`src/design/i2c_master_byte_engine_macros.svh`:
```
// ---------------------------------------------------------------------------
// i2c master byte engine assertion macros
// shared assertion forms for the engine rtl
// ---------------------------------------------------------------------------
`ifndef I2C_MASTER_BYTE_ENGINE_MACROS_SVH
`define I2C_MASTER_BYTE_ENGINE_MACROS_SVH

// checked only outside reset
`define I2CM_ASSERT(lbl, prop, msg) \
   lbl: assert property (@(posedge clock) disable iff (reset) prop) else $error(msg);

// checked at every edge, reset included
`define I2CM_ASSERT_ALWAYS(lbl, prop, msg) \
   lbl: assert property (@(posedge clock) prop) else $error(msg);

`endif

```
`src/design/i2cm_pkg.sv`:
```
// ---------------------------------------------------------------------------
// i2c master engine package
// types, codes and helpers shared by the engine modules
// ---------------------------------------------------------------------------
`default_nettype none

package i2cm_pkg;

   localparam int unsigned CSR_ADDR_W = 1;
   localparam int unsigned CSR_DATA_W = 16;
   localparam logic [2:0]  LAST_BIT   = 3'd7;
   localparam logic [3:0]  BITS_DONE  = 4'd7;

   typedef enum logic [CSR_ADDR_W-1:0] {
      REG_HALF_PERIOD     = 1'b0,
      REG_STRETCH_TIMEOUT = 1'b1
   } csr_index_type;

   typedef enum logic [2:0] {
      OP_NONE  = 3'd0,
      OP_START = 3'd1,
      OP_STOP  = 3'd2,
      OP_WRITE = 3'd3,
      OP_READ  = 3'd4
   } op_type;

   typedef enum logic [1:0] {
      ST_OK      = 2'd0,
      ST_NACK    = 2'd1,
      ST_TIMEOUT = 2'd2
   } status_type;

   typedef enum logic [3:0] {
      PH_IDLE      = 4'd0,
      PH_START_SCL = 4'd1,
      PH_START_H1  = 4'd2,
      PH_START_H2  = 4'd3,
      PH_STOP_H1   = 4'd4,
      PH_STOP_SCL  = 4'd5,
      PH_STOP_H2   = 4'd6,
      PH_STOP_H3   = 4'd7,
      PH_W_H1      = 4'd8,
      PH_W_SCL     = 4'd9,
      PH_W_H2      = 4'd10,
      PH_R_H1      = 4'd11,
      PH_R_SCL     = 4'd12,
      PH_R_H2      = 4'd13
   } phase_type;

   // one timing tick as taken from the request channel
   typedef struct packed {
      logic [2:0] operation;
      logic [7:0] write_data;
      logic       send_ack;
      logic       scl_in;
      logic       sda_in;
   } tick_type;

   typedef struct packed {
      logic [15:0] half_period;
      logic [15:0] stretch_timeout;
   } cfg_type;

   typedef struct packed {
      phase_type   phase;
      logic [3:0]  bit_index;
      logic [15:0] half_counter;
      logic [15:0] stretch_counter;
      logic [7:0]  shift_byte;
      logic        scl_low;
      logic        sda_low;
      status_type  last_status;
      logic        read_ack;
      logic        write_nack;
      logic [7:0]  read_data;
   } eng_state_type;

   // sda pull for a data bit of a write, released for the ack slot
   function automatic logic write_sda(input logic [7:0] data, input logic [3:0] idx);
      logic pull;
      pull = 1'b0;
      if (idx <= BITS_DONE) begin
         pull = ~data[LAST_BIT - idx[2:0]];
      end
      return pull;
   endfunction

endpackage

`default_nettype wire

```
`src/design/i2cm_step.sv`:
```
// ---------------------------------------------------------------------------
// i2c master engine tick logic
// next engine state for one timing tick
// ---------------------------------------------------------------------------
`default_nettype none

module i2cm_step (
   input  var i2cm_pkg::eng_state_type st,
   input  var i2cm_pkg::tick_type      tick,
   input  var i2cm_pkg::cfg_type       cfg,
   output i2cm_pkg::eng_state_type     st_next,
   output logic                        done
);

   logic [15:0] hc_inc;
   logic [15:0] half_limit;
   logic        half_done;
   logic        scl_to;
   logic        scl_end;
   logic [15:0] sc_inc;
   logic [3:0]  bit_inc;

   // saturating half counter, zero half period acts as one tick
   assign hc_inc     = (st.half_counter != 16'hFFFF) ? st.half_counter + 16'd1 : st.half_counter;
   assign half_limit = (cfg.half_period == 16'd0) ? 16'd1 : cfg.half_period;
   assign half_done  = hc_inc >= half_limit;

   assign scl_to  = !tick.scl_in && (st.stretch_counter >= cfg.stretch_timeout);
   assign scl_end = tick.scl_in || scl_to;
   assign sc_inc  = st.stretch_counter + 16'd1;
   assign bit_inc = st.bit_index + 4'd1;

   always_comb begin
      st_next = st;
      done    = 1'b0;
      case (st.phase)
         i2cm_pkg::PH_IDLE: begin
            case (tick.operation)
               i2cm_pkg::OP_START: begin
                  st_next.sda_low         = 1'b0;
                  st_next.scl_low         = 1'b0;
                  st_next.stretch_counter = '0;
                  st_next.phase           = i2cm_pkg::PH_START_SCL;
               end
               i2cm_pkg::OP_STOP: begin
                  st_next.sda_low      = 1'b1;
                  st_next.half_counter = '0;
                  st_next.phase        = i2cm_pkg::PH_STOP_H1;
               end
               i2cm_pkg::OP_WRITE: begin
                  st_next.shift_byte   = tick.write_data;
                  st_next.bit_index    = '0;
                  st_next.write_nack   = 1'b0;
                  st_next.sda_low      = i2cm_pkg::write_sda(tick.write_data, 4'd0);
                  st_next.half_counter = '0;
                  st_next.phase        = i2cm_pkg::PH_W_H1;
               end
               i2cm_pkg::OP_READ: begin
                  st_next.sda_low      = 1'b0;
                  st_next.shift_byte   = '0;
                  st_next.bit_index    = '0;
                  st_next.read_ack     = tick.send_ack;
                  st_next.half_counter = '0;
                  st_next.phase        = i2cm_pkg::PH_R_H1;
               end
               default: ;
            endcase
         end
         i2cm_pkg::PH_START_SCL, i2cm_pkg::PH_STOP_SCL: begin
            // stretch timeout is ignored here, the sequence goes on
            if (scl_end) begin
               st_next.half_counter = '0;
               st_next.phase = (st.phase == i2cm_pkg::PH_START_SCL) ?
                               i2cm_pkg::PH_START_H1 : i2cm_pkg::PH_STOP_H2;
            end else begin
               st_next.stretch_counter = sc_inc;
            end
         end
         i2cm_pkg::PH_START_H1: begin
            st_next.half_counter = hc_inc;
            if (half_done) begin
               st_next.sda_low      = 1'b1;
               st_next.half_counter = '0;
               st_next.phase        = i2cm_pkg::PH_START_H2;
            end
         end
         i2cm_pkg::PH_START_H2: begin
            st_next.half_counter = hc_inc;
            if (half_done) begin
               st_next.scl_low     = 1'b1;
               st_next.phase       = i2cm_pkg::PH_IDLE;
               st_next.last_status = i2cm_pkg::ST_OK;
               done                = 1'b1;
            end
         end
         i2cm_pkg::PH_STOP_H1, i2cm_pkg::PH_W_H1, i2cm_pkg::PH_R_H1: begin
            st_next.half_counter = hc_inc;
            if (half_done) begin
               st_next.scl_low         = 1'b0;
               st_next.stretch_counter = '0;
               case (st.phase)
                  i2cm_pkg::PH_STOP_H1: st_next.phase = i2cm_pkg::PH_STOP_SCL;
                  i2cm_pkg::PH_W_H1:    st_next.phase = i2cm_pkg::PH_W_SCL;
                  default:              st_next.phase = i2cm_pkg::PH_R_SCL;
               endcase
            end
         end
         i2cm_pkg::PH_STOP_H2: begin
            st_next.half_counter = hc_inc;
            if (half_done) begin
               st_next.sda_low      = 1'b0;
               st_next.half_counter = '0;
               st_next.phase        = i2cm_pkg::PH_STOP_H3;
            end
         end
         i2cm_pkg::PH_STOP_H3: begin
            st_next.half_counter = hc_inc;
            if (half_done) begin
               st_next.phase       = i2cm_pkg::PH_IDLE;
               st_next.last_status = i2cm_pkg::ST_OK;
               done                = 1'b1;
            end
         end
         i2cm_pkg::PH_W_SCL: begin
            if (tick.scl_in) begin
               // ack slot samples the slave's answer
               if (st.bit_index > i2cm_pkg::BITS_DONE) begin
                  st_next.write_nack = tick.sda_in;
               end
               st_next.half_counter = '0;
               st_next.phase        = i2cm_pkg::PH_W_H2;
            end else if (scl_to) begin
               st_next.scl_low     = 1'b1;
               st_next.phase       = i2cm_pkg::PH_IDLE;
               st_next.last_status = i2cm_pkg::ST_TIMEOUT;
               done                = 1'b1;
            end else begin
               st_next.stretch_counter = sc_inc;
            end
         end
         i2cm_pkg::PH_W_H2: begin
            st_next.half_counter = hc_inc;
            if (half_done) begin
               st_next.scl_low = 1'b1;
               if (st.bit_index > i2cm_pkg::BITS_DONE) begin
                  st_next.phase       = i2cm_pkg::PH_IDLE;
                  st_next.last_status = st.write_nack ? i2cm_pkg::ST_NACK : i2cm_pkg::ST_OK;
                  done                = 1'b1;
               end else begin
                  st_next.bit_index    = bit_inc;
                  st_next.sda_low      = i2cm_pkg::write_sda(st.shift_byte, bit_inc);
                  st_next.half_counter = '0;
                  st_next.phase        = i2cm_pkg::PH_W_H1;
               end
            end
         end
         i2cm_pkg::PH_R_SCL: begin
            if (scl_end) begin
               if (st.bit_index <= i2cm_pkg::BITS_DONE) begin
                  st_next.shift_byte[i2cm_pkg::LAST_BIT - st.bit_index[2:0]] =
                     st.shift_byte[i2cm_pkg::LAST_BIT - st.bit_index[2:0]] | tick.sda_in;
               end
               st_next.half_counter = '0;
               st_next.phase        = i2cm_pkg::PH_R_H2;
            end else begin
               st_next.stretch_counter = sc_inc;
            end
         end
         i2cm_pkg::PH_R_H2: begin
            st_next.half_counter = hc_inc;
            if (half_done) begin
               st_next.scl_low = 1'b1;
               if (st.bit_index <= i2cm_pkg::BITS_DONE) begin
                  st_next.bit_index = bit_inc;
                  if (bit_inc > i2cm_pkg::BITS_DONE) begin
                     st_next.sda_low = st.read_ack;
                  end
                  st_next.half_counter = '0;
                  st_next.phase        = i2cm_pkg::PH_R_H1;
               end else begin
                  st_next.sda_low     = 1'b0;
                  st_next.read_data   = st.shift_byte;
                  st_next.phase       = i2cm_pkg::PH_IDLE;
                  st_next.last_status = i2cm_pkg::ST_OK;
                  done                = 1'b1;
               end
            end
         end
         default: begin
            st_next.phase = i2cm_pkg::PH_IDLE;
         end
      endcase
   end

endmodule

`default_nettype wire

```
`src/design/i2c_master_byte_engine.sv`:
```
// ---------------------------------------------------------------------------
// i2c master byte engine
// open-drain i2c master: start, stop, write byte and read byte commands,
// one timing tick per request word
// ---------------------------------------------------------------------------
//
// channel   direction  handshake              contents
// req_      in         tvalid/tready          one tick: pin samples, optional command
// rsp_      out        tvalid/tready          line drives, busy, done, status, read byte
// csr_      in         write enable, no wait  half period and stretch timeout
//
// one tick is taken every clock cycle while the response side keeps up
// a tick passes through the request register, then the tick logic into the response register
// the engine state advances only when a tick moves into the response register
// a stall on rsp_tready holds the response register, and the request register once it
// fills; req_tready drops only when both are full
// synchronous reset releases both lines, empties both registers and loads the
// register defaults (half period 5, stretch timeout 1000)
`default_nettype none

`include "i2c_master_byte_engine_macros.svh"

module i2c_master_byte_engine (
   input  logic                                clock,
   input  logic                                reset,
   // request channel
   input  logic                                req_tvalid,
   output logic                                req_tready,
   input  logic [15:0]                         req_tdata,  // write_data, send_ack, scl_in,
                                                           // sda_in, zero pad
   input  logic [2:0]                          req_tuser,  // operation
   // response channel
   output logic                                rsp_tvalid,
   input  logic                                rsp_tready,
   output logic [15:0]                         rsp_tdata,  // scl_drive_low, sda_drive_low,
                                                           // busy_res, done_res, status,
                                                           // read_data, zero pad
   // register writes
   input  logic                                csr_we,
   input  logic [i2cm_pkg::CSR_ADDR_W-1:0]     csr_addr,
   input  logic [i2cm_pkg::CSR_DATA_W-1:0]     csr_wdata
);

   // register file
   i2cm_pkg::cfg_type       cfg_ff;

   // request register
   logic                    in_valid_ff;
   i2cm_pkg::tick_type      in_word_ff;

   // engine state and response register
   i2cm_pkg::eng_state_type st_ff;
   i2cm_pkg::eng_state_type st_in;
   logic                    step_done;
   logic                    rsp_valid_ff;
   logic [15:0]             rsp_data_ff;
   logic [15:0]             rsp_data_in;

   logic                    out_free;
   logic                    proc;

   // assertion helpers
   logic                    in_scl_wait;
   logic                    eng_idle;
   logic                    stretch_ok;

   // the response register frees when empty or being taken
   assign out_free   = !rsp_valid_ff || rsp_tready;
   assign proc       = in_valid_ff && out_free;
   assign req_tready = !in_valid_ff || out_free;

   always_ff @(posedge clock) begin
      if (reset) begin
         cfg_ff.half_period     <= 16'd5;
         cfg_ff.stretch_timeout <= 16'd1000;
      end else if (csr_we) begin
         case (csr_addr)
            i2cm_pkg::REG_HALF_PERIOD:     cfg_ff.half_period     <= csr_wdata;
            i2cm_pkg::REG_STRETCH_TIMEOUT: cfg_ff.stretch_timeout <= csr_wdata;
            default: ;
         endcase
      end
   end

   // request word, payload only
   always_ff @(posedge clock) begin
      if (req_tvalid && req_tready) begin
         in_word_ff.operation  <= req_tuser;
         in_word_ff.write_data <= req_tdata[7:0];
         in_word_ff.send_ack   <= req_tdata[8];
         in_word_ff.scl_in     <= req_tdata[9];
         in_word_ff.sda_in     <= req_tdata[10];
      end
   end

   i2cm_step u_step (
      .st      (st_ff),
      .tick    (in_word_ff),
      .cfg     (cfg_ff),
      .st_next (st_in),
      .done    (step_done)
   );

   // response word packed from the state after the tick
   assign rsp_data_in = {2'b00,
                         st_in.read_data,
                         st_in.last_status,
                         step_done,
                         (st_in.phase != i2cm_pkg::PH_IDLE),
                         st_in.sda_low,
                         st_in.scl_low};

   always_ff @(posedge clock) begin
      if (reset) begin
         in_valid_ff  <= 1'b0;
         rsp_valid_ff <= 1'b0;
         st_ff        <= '{phase: i2cm_pkg::PH_IDLE, last_status: i2cm_pkg::ST_OK,
                           default: '0};
      end else begin
         if (req_tready) begin
            in_valid_ff <= req_tvalid;
         end
         if (proc) begin
            rsp_valid_ff <= 1'b1;
            st_ff        <= st_in;
         end else if (rsp_tready) begin
            rsp_valid_ff <= 1'b0;
         end
      end
   end

   always_ff @(posedge clock) begin
      if (proc) begin
         rsp_data_ff <= rsp_data_in;
      end
   end

   assign rsp_tvalid = rsp_valid_ff;
   assign rsp_tdata  = rsp_data_ff;

   assign in_scl_wait = st_ff.phase inside {i2cm_pkg::PH_START_SCL, i2cm_pkg::PH_STOP_SCL,
                                            i2cm_pkg::PH_W_SCL, i2cm_pkg::PH_R_SCL};
   assign eng_idle    = (st_ff.phase == i2cm_pkg::PH_IDLE);
   assign stretch_ok  = (st_ff.stretch_counter <= cfg_ff.stretch_timeout);

   // reset empties the pipeline
   `I2CM_ASSERT_ALWAYS(a_reset_empty, reset |=> !rsp_valid_ff && !in_valid_ff, "pipeline not empty")
   // a completing tick leaves the engine idle
   `I2CM_ASSERT(a_done_idle, proc && step_done |=> eng_idle, "done without idle")
   // bit counter stays within data bits plus ack slot
   `I2CM_ASSERT(a_bit_range, st_ff.bit_index <= 4'd8, "bit index out of range")
   // stretch counter never passes the timeout while waiting on scl
   `I2CM_ASSERT(a_stretch_bound, in_scl_wait |-> stretch_ok, "stretch counter past timeout")

endmodule

`default_nettype wire

```
`config.mk`:
```
export PLATFORM = sky130hd
export DESIGN_NAME = i2c_master_byte_engine
export DESIGN_NICKNAME = d
export VERILOG_FILES = /design/src/design/i2cm_pkg.sv /design/src/design/i2cm_step.sv /design/src/design/i2c_master_byte_engine.sv
export VERILOG_INCLUDE_DIRS = /design/src /design/src/design
export SDC_FILE = /design/constraint.sdc
export NUM_CORES = 1
export LEC_CHECK = 0
export ABC_CLOCK_PERIOD_IN_PS = 7000
export BUFFER_PORTS_ARGS = -buffer_cell sky130_fd_sc_hd__clkbuf_2
export CAP_MARGIN = 30
export CORE_MARGIN = 3
export CORE_UTILIZATION = 50
export CTS_BUF_LIST = sky130_fd_sc_hd__clkbuf_8
export DETAILED_ROUTE_END_ITERATION = 10
export PLACE_DENSITY = 0.7
export RECOVER_POWER = 25
export SYNTH_ARGS = -nofsm -noshare
export SYNTH_HDL_FRONTEND = slang
export SYNTH_HIERARCHICAL = 1
export SYNTH_SLANG_ARGS = --single-unit
```
`constraint.sdc`:
```
create_clock -name clock -period 7 [get_ports clock]
set_input_delay 0.35 -clock clock [delete_from_list [all_inputs] [get_ports clock]]
set_output_delay 0.35 -clock clock [all_outputs]
set_load 0.01 [all_outputs]
```
==> results by group, run 1 <==
Worst setup path
  • Critical path data required time: 7170 ps
  • CP arrival: 5250 ps
  • CP endpoint kind: flop
  • CP Launch Type: flop
  • Critical path fanouts, max: 17
  • Crit Path Class: flop to flop

Finish
  • Final Core Density: between 50% and 60%
  • Layout cells sized above 1: roughly 10%
  • P&R area growth vs syn: 6.77%
  • Multi-input logic area: 0.00498 sq mm
  • Fillcell total: between 1500 and 2000
  • N_diodes: 0
  • Register area: 0.00276 sq mm
  • Nets: 1066

GRT
  • Number of global-route vias before repair: 6269
  • Largest net degree at the start of global routing: around 110
  • Global-route wire length before repair: between 30000 and 40000 microns
  • Antenna violations before repair: 0
  • Gr ovfl total: 0
  • Total GRT Usage: 21.0%

CTS
  • Clk slew on worst S/H paths: 80 ps
  • Worst-Skew Late Latency: 450 ps
  • Root Buffer: clkbuf_8
  • CTS H-tree depth: 4
  • Setup bufs post-CTS: 0
  • # hold bufs at CTS: 0
  • CTS resizes: 0
  • Clock sinks: 124
  • Max Root-Sink Buffers: 2
  • CTS tree: done
  • TritonCTS Buffers: 17

Logic synthesis
  • Post-synthesis cell area: between 0.008 and 0.009 sq mm
  • Top_reg_cell synth: dfxtp_1
  • Seq/Total Area, Yosys: roughly a third
  • Synth Instances: 973
  • Post-synth cell types: 75
  • Synth Register Bits: 124
  • Syn. warnings: 6
  • Number of synthesized flops with an enable pin: 28
  • Synth Area per Inst: ~8.6 sq um
  • Post-synth ARST share: 0%

Detailed routing
  • Residual DRC: 0
  • ANT nets after route: 0
  • WL per Instance: 15.2 microns
  • DR iter-0 viols: between 600 and 700
  • Vias: 6862
  • Router iterations before antenna repair: 5
  • Post-DR vias/cell: 5.63
  • Routed WL: 18600 microns

Floorplan
  • Total core area: 0.0161 sq mm
  • Initial core utilization: about half
  • Area of the die: between 0.015 and 0.02 sq mm
  • DIE HEIGHT: 135 microns
  • IO Pins: 59
  • Cell row count: 46
  • Die X: 135 microns

Timing
  • Worst slew margin: -150%
  • Total Neg Setup Slack: 0 ps
  • Setup ws final: 1920 ps
  • Fin crit period: slightly above 5000 ps
  • Worst slew pin tran: 3750 ps
  • Final Slew Violations: between 100 and 150
  • Final Skew: 14.6 ps
  • Fmax: 0.197 GHz
  • Final worst path period share: 72.6%
  • RSZ-0062 raised after global routing: false
  • Final Hold Viols: 0
  • Final setup viols: 0

Run
  • Max-cap violations: 1

Placement
  • IO Port Bufs: 51
  • Worst slack, placed: 2050 ps
  • Placed wire-length estimate: 12900 microns
  • Gpl congestion: 0.913

Pwr
  • Total power: 1.63 mW
  • P per Cell Area: roughly 180 mW/mm^2
  • Maximum VDD drop: around 140 uV
  • LEAKAGE: between 3 and 4 nW

Status
  • Status: finished with violations
  • Failing checks: max-capacitance violations, max-slew violations

Worst hold path
  • Hold Path Class: input pin to flop
through the flow:
stage,area [sq um],std cells,hold slack (ps)
floorplan,8320,974,436
global placement,8490,1186,444
detailed placement,8500,1187,447
CTS,8910,1219,47.3
global route,8880,1219,49.1
finish,8880,1219,77.4
critical path, cell delays in order (launching register included):
cell,delay (ps)
dfxtp_1,470
and3_1,250
nand3_2,190
or4_4,570
nand2b_1,290
nor3_1,140
xor2_1,170
ha_1,340
a21oi_1,150
o21ai_0,90
a221oi_1,450
nand2_1,500
a221oi_1,470
a22oi_1,160
or4_1,580
synthesized netlist by cell type, drive strengths merged (11+ instances only):
master,count,share of area [%]
a21oi,66,4.0
a31oi,12,1.1
buf,24,3.1
clkbuf,36,1.7
dfxtp,96,23
edfxtp,28,10
ha,35,5.3
inv,46,2.1
mux2i,65,7.8
nand2,126,5.7
nand2b,134,10
nand3,19,1.2
nand4,13,0.98
nor2,44,2.0
nor3,11,0.66
nor4,12,0.98
o211ai,11,1.2
o21a,12,1.1
o21ai,40,2.4
cells by family after synthesis:
logic type | count (synthesis) | share of synthesized area, %
and+or+nand+nor | 405 | 25.6
AOI/OAI and AO/OA | 209 | 16.9
DFF | 124 | 33.2
buffers and inverters | 106 | 6.87
muxes | 79 | 10.6
adders and majority gates | 36 | 5.38
xor gates and xnor gates | 13 | 1.37
other | 1 | 0.0451
sequential cells by signal, summed over array words and instances, names as in the netlist:
name and count:
st_ff 62, cfg_ff 32, in_word_ff 14, rsp_tdata 14, in_valid_ff 1, rsp_tvalid 1
per-layer routing:
layer | GRT usage, % | up-vias | share of wire (%)
li1 | - | 3486 | -
met1 | 30.0 | 3155 | 48
met2 | 32.0 | 206 | 45
met3 | 4.84 | 15 | 6.0
met4 | 5.38 | 0 | 0.92
met5 | 0 | - | 0
area by class of cell:
class                           count  share of cell area [%]
Clock buffer                       17                    2.63
Tap cell                          216                    3.04
Multi-Input combinational cell    744                    56.1
Clock inverter                     15                    2.07
Sequential cell                   124                    31.1
Timing Repair Buffer               57                    3.13
Inverter                           46                    1.94
power breakdown:
part / internal, mW / switching, mW
logic: 0.0736 / 0.112
clock network: 0.358 / 0.316
registers: 0.752 / 0.0167
cell usage in the layout, fill, tap and decap left out, types with 9 or more instances in the layout:
cell type and count:
clkbuf_1 14, nand3_1 18, clkbuf_8 17, edfxtp_1 28, ha_1 35, o211ai_1 9, dfxtp_1 96, nand2_1 126
nand3b_1 10, nand4_1 13, mux2i_1 65, o21ai_0 39, nor2_1 44, inv_1 46, nor3_1 11, a31oi_1 10
clkbuf_2 39, a22o_1 10, nand2b_1 134, and3_1 10, a21oi_1 66, nor4_1 11, o21a_1 12
path summary, 6_finish.rpt:
path                               startpoint             to  slack, ps  depth (start not counted)
worst min-delay path            req_tdata[10]  in_word_ff[0]         80                          1
worst max-delay path                st_ff[41]   rsp_tdata[2]       1920                         14
worst max register to register      st_ff[41]   rsp_tdata[2]       1920                         14
worst min register to register     cfg_ff[12]     cfg_ff[12]        460                          2
Power figures use the tool's default switching activity.
==> run 2: changes to the inputs <==
Settings changed: ABC_AREA set to 1, ABC_CLOCK_PERIOD_IN_PS 7000 to 4300, PLACE_DENSITY 0.7 to 0.72.
Clock period 7 ns to 4.3 ns, I/O delays scaled along.
==> run 2 against run 1 <==
The run still ends with max-capacitance violations, max-slew violations left. Maximum frequency rose by 33%. Clock-buffer cell count unchanged. Via count is 30% higher. Clock power increased by 75%. First-iteration DRC count increased by 22%. Clock skew shrank 1.1 ps. Cell area up 10%. Largest cell class unchanged. Final cell count grew 40%. Die area rose by 7.1%. Synthesized cell count increased by 47%. Sequential power is 78% higher.
==> results by group, run 2 <==
Status
  • Status: finished with violations (unchanged)
  • Failing checks: max-capacitance violations, max-slew violations (unchanged)

Timing
  • Final worst path period share: 88.5% (was 72.6%)
  • Final setup viols: 0 (unchanged)
  • Final Slew Violations: 112 (was 113)
  • Hold_ws: 41.5 ps (was 77.4 ps)
  • RSZ-0062 raised after global routing: false (unchanged)
  • Worst slew margin: -54.8% (was -150%)
  • Final Skew: 13.4 ps (was 14.6 ps)
  • Fmax: 0.263 GHz (was 0.197 GHz)
  • Final Hold Viols: 0 (unchanged)
  • Fin crit period: 3810 ps (was 5080 ps)
  • Total Neg Setup Slack: 0 ps (unchanged)
  • Worst slew pin tran: 2320 ps (was 3750 ps)

Floorplan
  • IO Pins: 59 (unchanged)
  • DIE HEIGHT: 140 microns (was 135 microns)
  • Total core area: 0.0174 sq mm (was 0.0161 sq mm)
  • Initial core utilization: 51.3% (was 51.8%)
  • Area of the die: 0.0195 sq mm (was 0.0182 sq mm)
  • Die X: 140 microns (was 135 microns)
  • Cell row count: 48 (was 46)

Logic synthesis
  • Post-synthesis compound-gate area fraction: 12.4% (was 16.9%)
  • Adder-Cell Fraction of Synth Area: 4.90% (was 5.38%)
  • Mux cell area share after synthesis: 0.126% (was 10.6%)
  • Leading area contributor after synthesis: dfxtp_1 (unchanged)
  • Xor and xnor area share after synthesis: 1.46% (was 1.37%)
  • Simple-gate share of the synthesized area: 37.5% (was 25.6%)
  • Share of the synthesized area in the top cell type: 21.5% (was 23.1%)
  • Post-synth ARST share: 0% (unchanged)
  • Syn. warnings: 6 (unchanged)
  • Top_reg_cell synth: dfxtp_1 (unchanged)
  • Seq/Total Area, Yosys: 30.9% (was 33.2%)
  • Most common cell in the netlist: nand2_1 (was nand2b_1)
  • Top cells by count, synth: nand2_1, inv_1, nor2_1, nand3_1, dfxtp_1 (was nand2b_1, nand2_1, dfxtp_1, a21oi_1, mux2i_1)
  • Synth Area per Inst: 6.27 sq um (was 8.55 sq um)
  • Synth Instances: 1426 (was 973)
  • Post-synthesis cell area: 0.00894 sq mm (was 0.00832 sq mm)
  • Synth Register Bits: 124 (unchanged)
  • Number of synthesized flops with an enable pin: 28 (unchanged)
  • Main combinational cell family by area after synthesis: simple AND/OR/NAND/NOR gates (unchanged)
  • Largest cells by area after synthesis: dfxtp_1, nand2_1, edfxtp_1 (was dfxtp_1, edfxtp_1, nand2b_1)
  • Post-synth cell types: 46 (was 75)

GRT
  • Gr ovfl total: 0 (unchanged)
  • Antenna violations before repair: 0 (unchanged)
  • Global-route wire length before repair: 37700 microns (was 31400 microns)
  • Largest net degree at the start of global routing: 74 (was 113)
  • Total GRT Usage: 22.8% (was 21.0%)
  • Number of global-route vias before repair: 7780 (was 6269)

CTS
  • Clk slew on worst S/H paths: 80 ps (about the same)
  • Root Buffer: clkbuf_8 (unchanged)
  • CTS H-tree depth: 4 (unchanged)
  • CTS tree: done (unchanged)
  • Setup bufs post-CTS: 0 (unchanged)
  • Worst-Skew Late Latency: 450 ps (about the same)
  • Max Root-Sink Buffers: 2 (unchanged)
  • Clock sinks: 124 (unchanged)
  • TritonCTS Buffers: 17 (unchanged)

Placement
  • IO Port Bufs: 51 (unchanged)
  • Placed wire-length estimate: 15400 microns (was 12900 microns)
  • Gpl congestion: 0.940 (was 0.913)
  • Placed cells: 1647 (was 1187)

Finish
  • Final Core Density: 56.4% (was 55.3%)
  • Largest register FFs: 62 (unchanged)
  • P&R area growth vs syn: 9.81% (was 6.77%)
  • Multi-input logic area: 0.00504 sq mm (was 0.00498 sq mm)
  • Commonest non-fill, non-tap cells in the layout: nand2_1, inv_1, nor2_1, nand3_1, dfxtp_1 (was nand2b_1, nand2_1, dfxtp_1, a21oi_1, mux2i_1)
  • Nets: 1541 (was 1066)
  • Layout cells sized above 1: 8.39% (was 10.3%)
  • Most common cell after layout, fill and taps aside: nand2_1 (was nand2b_1)
  • Largest Register: st_ff (unchanged)
  • Fillcell total: 1741 (was 1503)
  • Layout Cells excl Fill: 1703 (was 1219)
  • N_diodes: 0 (unchanged)
  • Register area: 0.00277 sq mm (was 0.00276 sq mm)
  • Biggest regs: st_ff: 62 flops, cfg_ff: 32 flops (unchanged)

Worst setup path
  • CP Launch Type: flop (unchanged)
  • CP endpoint kind: flop (unchanged)
  • CP arrival: 4200 ps (was 5250 ps)
  • Critical path data required time: 4690 ps (was 7170 ps)
  • Worst reg2reg startpoint: st_ff[38] (was st_ff[41])
  • Crit path from: st_ff[38] (was st_ff[41])
  • Critical path fanouts, max: 16 (was 17)
  • Crit Path Class: flop to flop (unchanged)

Pwr
  • Total power: 3.34 mW (was 1.63 mW)
  • Sequential group share of total power: 40.9% (was 47.2%)
  • P per Cell Area: 340 mW/mm^2 (was 183 mW/mm^2)
  • Maximum VDD drop: 182 uV (was 138 uV)
  • LEAKAGE: 4.57 nW (was 3.37 nW)
  • Int Pwr: 2.20 mW (was 1.18 mW)
  • Sw frac: 34.3% (was 27.3%)
  • Share of total power in the clock network: 35.2% (was 41.4%)
  • Combinational share of power: 23.9% (was 11.4%)
  • Sw power: 1.15 mW (was 0.445 mW)

Detailed routing
  • WL per Instance: 13.2 microns (was 15.2 microns)
  • Router iterations before antenna repair: 6 (was 5)
  • Routed WL: 22400 microns (was 18600 microns)
  • Residual DRC: 0 (unchanged)
  • DR iter-0 viols: 789 (was 647)
  • Post-DR vias/cell: 5.24 (was 5.63)
  • Vias: 8924 (was 6862)
  • ANT nets after route: 0 (unchanged)

Worst hold path
  • Hold Startpoint: csr_wdata[10] (was req_tdata[10])
  • Hold Path Class: input pin to flop (unchanged)

Run
  • Max-cap violations: 2 (was 1)
==> run 2: path summary, 6_finish.rpt <==
path | cells after the start | endpoint | slack (ps)
worst max-delay path | 20 | st_ff[7] | 490
worst min-delay path | 3 | cfg_ff[26] | 40
worst max register to register | 20 | st_ff[7] | 490
worst min register to register | 2 | cfg_ff[3] | 480
==> run 2: power groups by stage <==
stage | registers (mW) | logic [mW] | clock network (mW)
after global routing | 1.38 | 0.914 | 1.25
final | 1.37 | 0.798 | 1.18
after floorplan | 1.36 | 0.639 | 0
after detailed placement | 1.39 | 0.770 | 0
after CTS | 1.37 | 0.792 | 1.20
after global placement | 1.39 | 0.755 | 0
==> run 2: per-stage QoR <==
stage / cell area [sq um] / setup WS (ps)
2_1_floorplan: 8940 / 1160
3_3_place_gp: 9150 / 621
3_5_place_dp: 9170 / 621
4_1_cts: 9860 / 585
5_1_grt: 9810 / 118
6_report: 9810 / 493
==> run 2: layout make-up <==
cell class / instances / share of cell area [%]
multi-input cells: 1037 / 51.3
flip-flops and latches: 124 / 28.2
inverters: 203 / 7.76
repair buffers: 82 / 5.32
well taps: 225 / 2.87
clock buffers: 17 / 2.38
clock inverters: 15 / 2.17
==> run 2: cell families (layout without fill, tap and decap cells) <==
family	count (synthesis)	in the layout
mux	1	1
buf+inv	266	317
simple gates	785	785
fa+ha+maj	35	35
xor+xnor	14	14
flops	124	124
compound gates	200	200
other cells	1	2
==> run 2: repair_timing <==
| item | in CTS | in global routing |
|---|---|---|
| endpoints found under the hold margin | 24 | 0 |
| hold buffers | 24 | 0 |
| resized for setup | 0 | 0 |
| setup endpoints to repair | 0 | 0 |
==> run 2: metal layers <==
| layer | track usage (%) | part of all wire, % | up-vias |
|---|---|---|---|
| li1 | - | - | 4645 |
| met1 | 32.5 | 49 | 4011 |
| met2 | 35.4 | 45 | 229 |
| met3 | 3.54 | 4.5 | 39 |
| met4 | 7.65 | 1.7 | 0 |
| met5 | 0 | 0 | - |
==> run 2: worst max-delay path: stages, from the launching register on <==
cell and delay [ps]:
dfxtp_1 480, nand3_1 160, nor3_1 350, nand2_1 160, nor2_2 180, nand2_1 70
a32oi_1 260, ha_1 310, a21oi_1 130, o21ai_0 140, a21oi_4 330, nand2_4 180
nand2_1 130, inv_2 60, nand2_2 300, nand2_1 120, o21ai_2 90, inv_1 60
nand3_1 80, nand2_1 50, nor2_1 100
==> run 3: changes to the inputs <==
Settings changed: PLACE_DENSITY 0.72 to 0.73, SYNTH_HIERARCHICAL 1 to not set.
==> run 3 against run 2 <==
The run now ends clean. Clock power shrank 5%. Flip-flop and latch count unchanged. Die area down 17%. Area after synthesis fell by 17%. Clock skew fell by 4.4 ps. Combinational power is 52% lower. Via count fell by 24%. Total power fell by 17%. First-iteration DRC count shrank 31%. Sequential share of layout area increased by 5.2 points.
==> results by group, run 3 <==
GRT
  • Global-route wire length before repair: 28900 microns (was 37700 microns)
  • Met2 GRT Util: 33.3% (was 35.4%)
  • Gr ovfl total: 0 (unchanged)
  • Antenna violations before repair: 0 (unchanged)
  • Met3 global-route usage: 5.02% (was 3.54%)
  • Number of global-route vias before repair: 6137 (was 7780)
  • Total GRT Usage: 21.8% (was 22.8%)
  • Grt peak-use layer: met2 (unchanged)
  • GR Util met1: 30.6% (was 32.5%)
  • Largest net degree at the start of global routing: 55 (was 74)

Finish
  • N_diodes: 0 (unchanged)
  • Layout cells sized above 1: 11.5% (was 8.39%)
  • Commonest non-fill, non-tap cells in the layout: nand2_1, inv_1, nor2_1, dfxtp_1, a21oi_1 (was nand2_1, inv_1, nor2_1, nand3_1, dfxtp_1)
  • Fillcell total: 1349 (was 1741)
  • Nets: 1172 (was 1541)
  • Layout Cells excl Fill: 1289 (was 1703)
  • Largest register FFs: 62 (unchanged)
  • P&R area growth vs syn: 12.2% (was 9.81%)
  • Most common cell after layout, fill and taps aside: nand2_1 (unchanged)
  • Biggest regs: st_ff: 62 flops, cfg_ff: 32 flops (unchanged)
  • Largest Register: st_ff (unchanged)

Logic synthesis
  • Share of the synthesized area in the top cell type: 26.0% (was 21.5%)
  • Leading area contributor after synthesis: dfxtp_1 (unchanged)
  • Number of synthesized flops with an enable pin: 28 (unchanged)
  • Simple-gate share of the synthesized area: 30.5% (was 37.5%)
  • Post-synthesis compound-gate area fraction: 13.7% (was 12.4%)
  • Mux cell area share after synthesis: 0% (was 0.126%)
  • Largest cells by area after synthesis: dfxtp_1, nand2_1, edfxtp_1 (unchanged)
  • Xor and xnor area share after synthesis: 2.37% (was 1.46%)
  • Synth Area per Inst: 7.10 sq um (was 6.27 sq um)
  • Seq/Total Area, Yosys: 37.4% (was 30.9%)
  • Synth Instances: 1039 (was 1426)
  • Post-synth cell types: 51 (was 46)
  • Top_reg_cell synth: dfxtp_1 (unchanged)
  • Main combinational cell family by area after synthesis: simple AND/OR/NAND/NOR gates (unchanged)
  • Adder-Cell Fraction of Synth Area: 5.93% (was 4.90%)
  • Most common cell in the netlist: nand2_1 (unchanged)
  • Post-synthesis cell area: 0.00738 sq mm (was 0.00894 sq mm)
  • Post-synth ARST share: 0% (unchanged)
  • Top cells by count, synth: nand2_1, inv_1, nor2_1, dfxtp_1, a21oi_1 (was nand2_1, inv_1, nor2_1, nand3_1, dfxtp_1)
  • Syn. warnings: 0 (was 6)
  • Synth Register Bits: 124 (unchanged)

Floorplan
  • IO Pins: 59 (unchanged)
  • Cell row count: 43 (was 48)
  • Die X: 128 microns (was 140 microns)
  • DIE HEIGHT: 128 microns (was 140 microns)
  • Total core area: 0.0141 sq mm (was 0.0174 sq mm)
  • Initial core utilization: 52.2% (was 51.3%)
  • Area of the die: 0.0163 sq mm (was 0.0195 sq mm)

Detailed routing
  • Routed WL: 17000 microns (was 22400 microns)
  • WL per Instance: 13.2 microns (about the same)
  • Vias: 6761 (was 8924)
  • Post-DR vias/cell: 5.25 (was 5.24)
  • Residual DRC: 0 (unchanged)
  • Router iterations before antenna repair: 5 (was 6)
  • ANT nets after route: 0 (unchanged)
  • DR iter-0 viols: 541 (was 789)

Worst setup path
  • Crit Path Class: flop to flop (unchanged)
  • CP endpoint kind: flop (unchanged)
  • CP Launch Type: flop (unchanged)
  • Critical path fanouts, max: 16 (unchanged)
  • Critical path data required time: 4600 ps (was 4690 ps)
  • CP arrival: 4080 ps (was 4200 ps)

Run
  • Max-cap violations: 0 (was 2)

Pwr
  • Maximum VDD drop: 215 uV (was 182 uV)
  • LEAKAGE: 3.69 nW (was 4.57 nW)
  • P per Cell Area: 336 mW/mm^2 (was 340 mW/mm^2)

Timing
  • Total Neg Setup Slack: 0 ps (unchanged)
  • Fin crit period: 3770 ps (was 3810 ps)
  • Final Slew Violations: 0 (was 112)
  • Worst slew pin tran: 1080 ps (was 2320 ps)
  • Final setup viols: 0 (unchanged)
  • Fmax: 0.265 GHz (was 0.263 GHz)
  • RSZ-0062 raised after global routing: false (unchanged)
  • Worst slew margin: 27.7% (was -54.8%)
  • Final Hold Viols: 0 (unchanged)
  • Final Skew: 9.07 ps (was 13.4 ps)
  • Setup ws final: 527 ps (was 493 ps)
  • Final worst path period share: 87.7% (was 88.5%)

CTS
  • Worst-Skew Late Latency: 440 ps (was 450 ps)
  • Clk slew on worst S/H paths: 70 ps (was 80 ps)
  • CTS H-tree depth: 4 (unchanged)
  • CTS tree: done (unchanged)
  • TritonCTS Buffers: 17 (unchanged)
  • Max Root-Sink Buffers: 2 (unchanged)
  • Clock sinks: 124 (unchanged)
  • Root Buffer: clkbuf_8 (unchanged)
  • CTS resizes: 0 (unchanged)

Worst hold path
  • Hold Path Class: input pin to flop (unchanged)

Placement
  • IO Port Bufs: 51 (unchanged)
  • Placed cells: 1238 (was 1647)
  • Worst slack, placed: 445 ps (was 621 ps)
  • Placed wire-length estimate: 12300 microns (was 15400 microns)
  • Gpl congestion: 0.962 (was 0.940)

Status
  • Status: completed (was finished with violations)
==> run 3: layout make-up <==
class | count | area [sq um] | share of cell area (%)
repair buffers | 73 | 454 | 5.48
clock inverters | 13 | 171 | 2.07
inverters | 140 | 528 | 6.38
well taps | 180 | 225 | 2.72
multi-input cells | 740 | 3880 | 46.8
clock buffers | 19 | 262 | 3.16
flip-flops and latches | 124 | 2760 | 33.4
==> run 3: critical path: stages, from the launching register on <==
cell and delay, ps:
dfxtp_1 390, ha_1 210, nand3_1 110, or2_2 330
nor2_1 150, clkinv_1 260, nor2_1 160, nor2_1 70
ha_1 290, nand4_1 100, nor2_1 100, nor2_1 40
nand2_1 70, nand2_1 80, nand2_1 390, nand2_4 120
nand2_1 160, nand3_2 320, nand3_1 180, a21oi_1 80
==> run 3: logic make-up after synthesis <==
family | after synthesis
AOI/OAI and AO/OA | 181
other | 1
adders and majority gates | 35
and+or+nand+nor | 502
buffers and inverters | 176
xor gates and xnor gates | 20
DFF | 124
==> run 3: where the power goes <==
part           leakage [nW]  switching (mW)  total [mW]  internal, mW
Clock                 0.226           0.465        1.12         0.655
Sequential             1.06          0.0298        1.28          1.25
Combinational          2.41           0.260       0.386         0.126
Total                  3.69           0.755        2.79          2.03
==> run 3: worst paths after layout <==
path                start  depth (start not counted)         to  slack (ps)
min          csr_wdata[6]                          3  cfg_ff[6]          30
min reg2reg     cfg_ff[2]                          2  cfg_ff[2]         460
max             st_ff[38]                         19  st_ff[40]         530
max reg2reg     st_ff[38]                         19  st_ff[40]         530
==> run 3: per-stage QoR <==
stage / cell area, sq um / util [%] / hold WS [ps] / power (mW)
floorplan: 7390 / - / 314 / 1.59
global placement: 7670 / 54.2 / 393 / 1.67
detailed placement: 7690 / 54.4 / 394 / 1.68
CTS: 8310 / 58.7 / 5.01 / 2.82
global route: 8280 / 58.5 / 7.59 / 2.93
finish: 8280 / 58.5 / 32.5 / 2.79
==> run 3: repair_timing <==
action | in CTS | in global routing
setup endpoints to repair | 0 | 1
setup buffers | 0 | 1
hold endpoints to repair | 18 | 0
hold buffers | 18 | 0
==> run 3: metal layers <==
layer / vias up / share of wire, %
met1: 3048 / 50
met2: 161 / 43
met4: 0 / 1.3
met5: - / 0
met3: 20 / 5.7
li1: 3532 / -
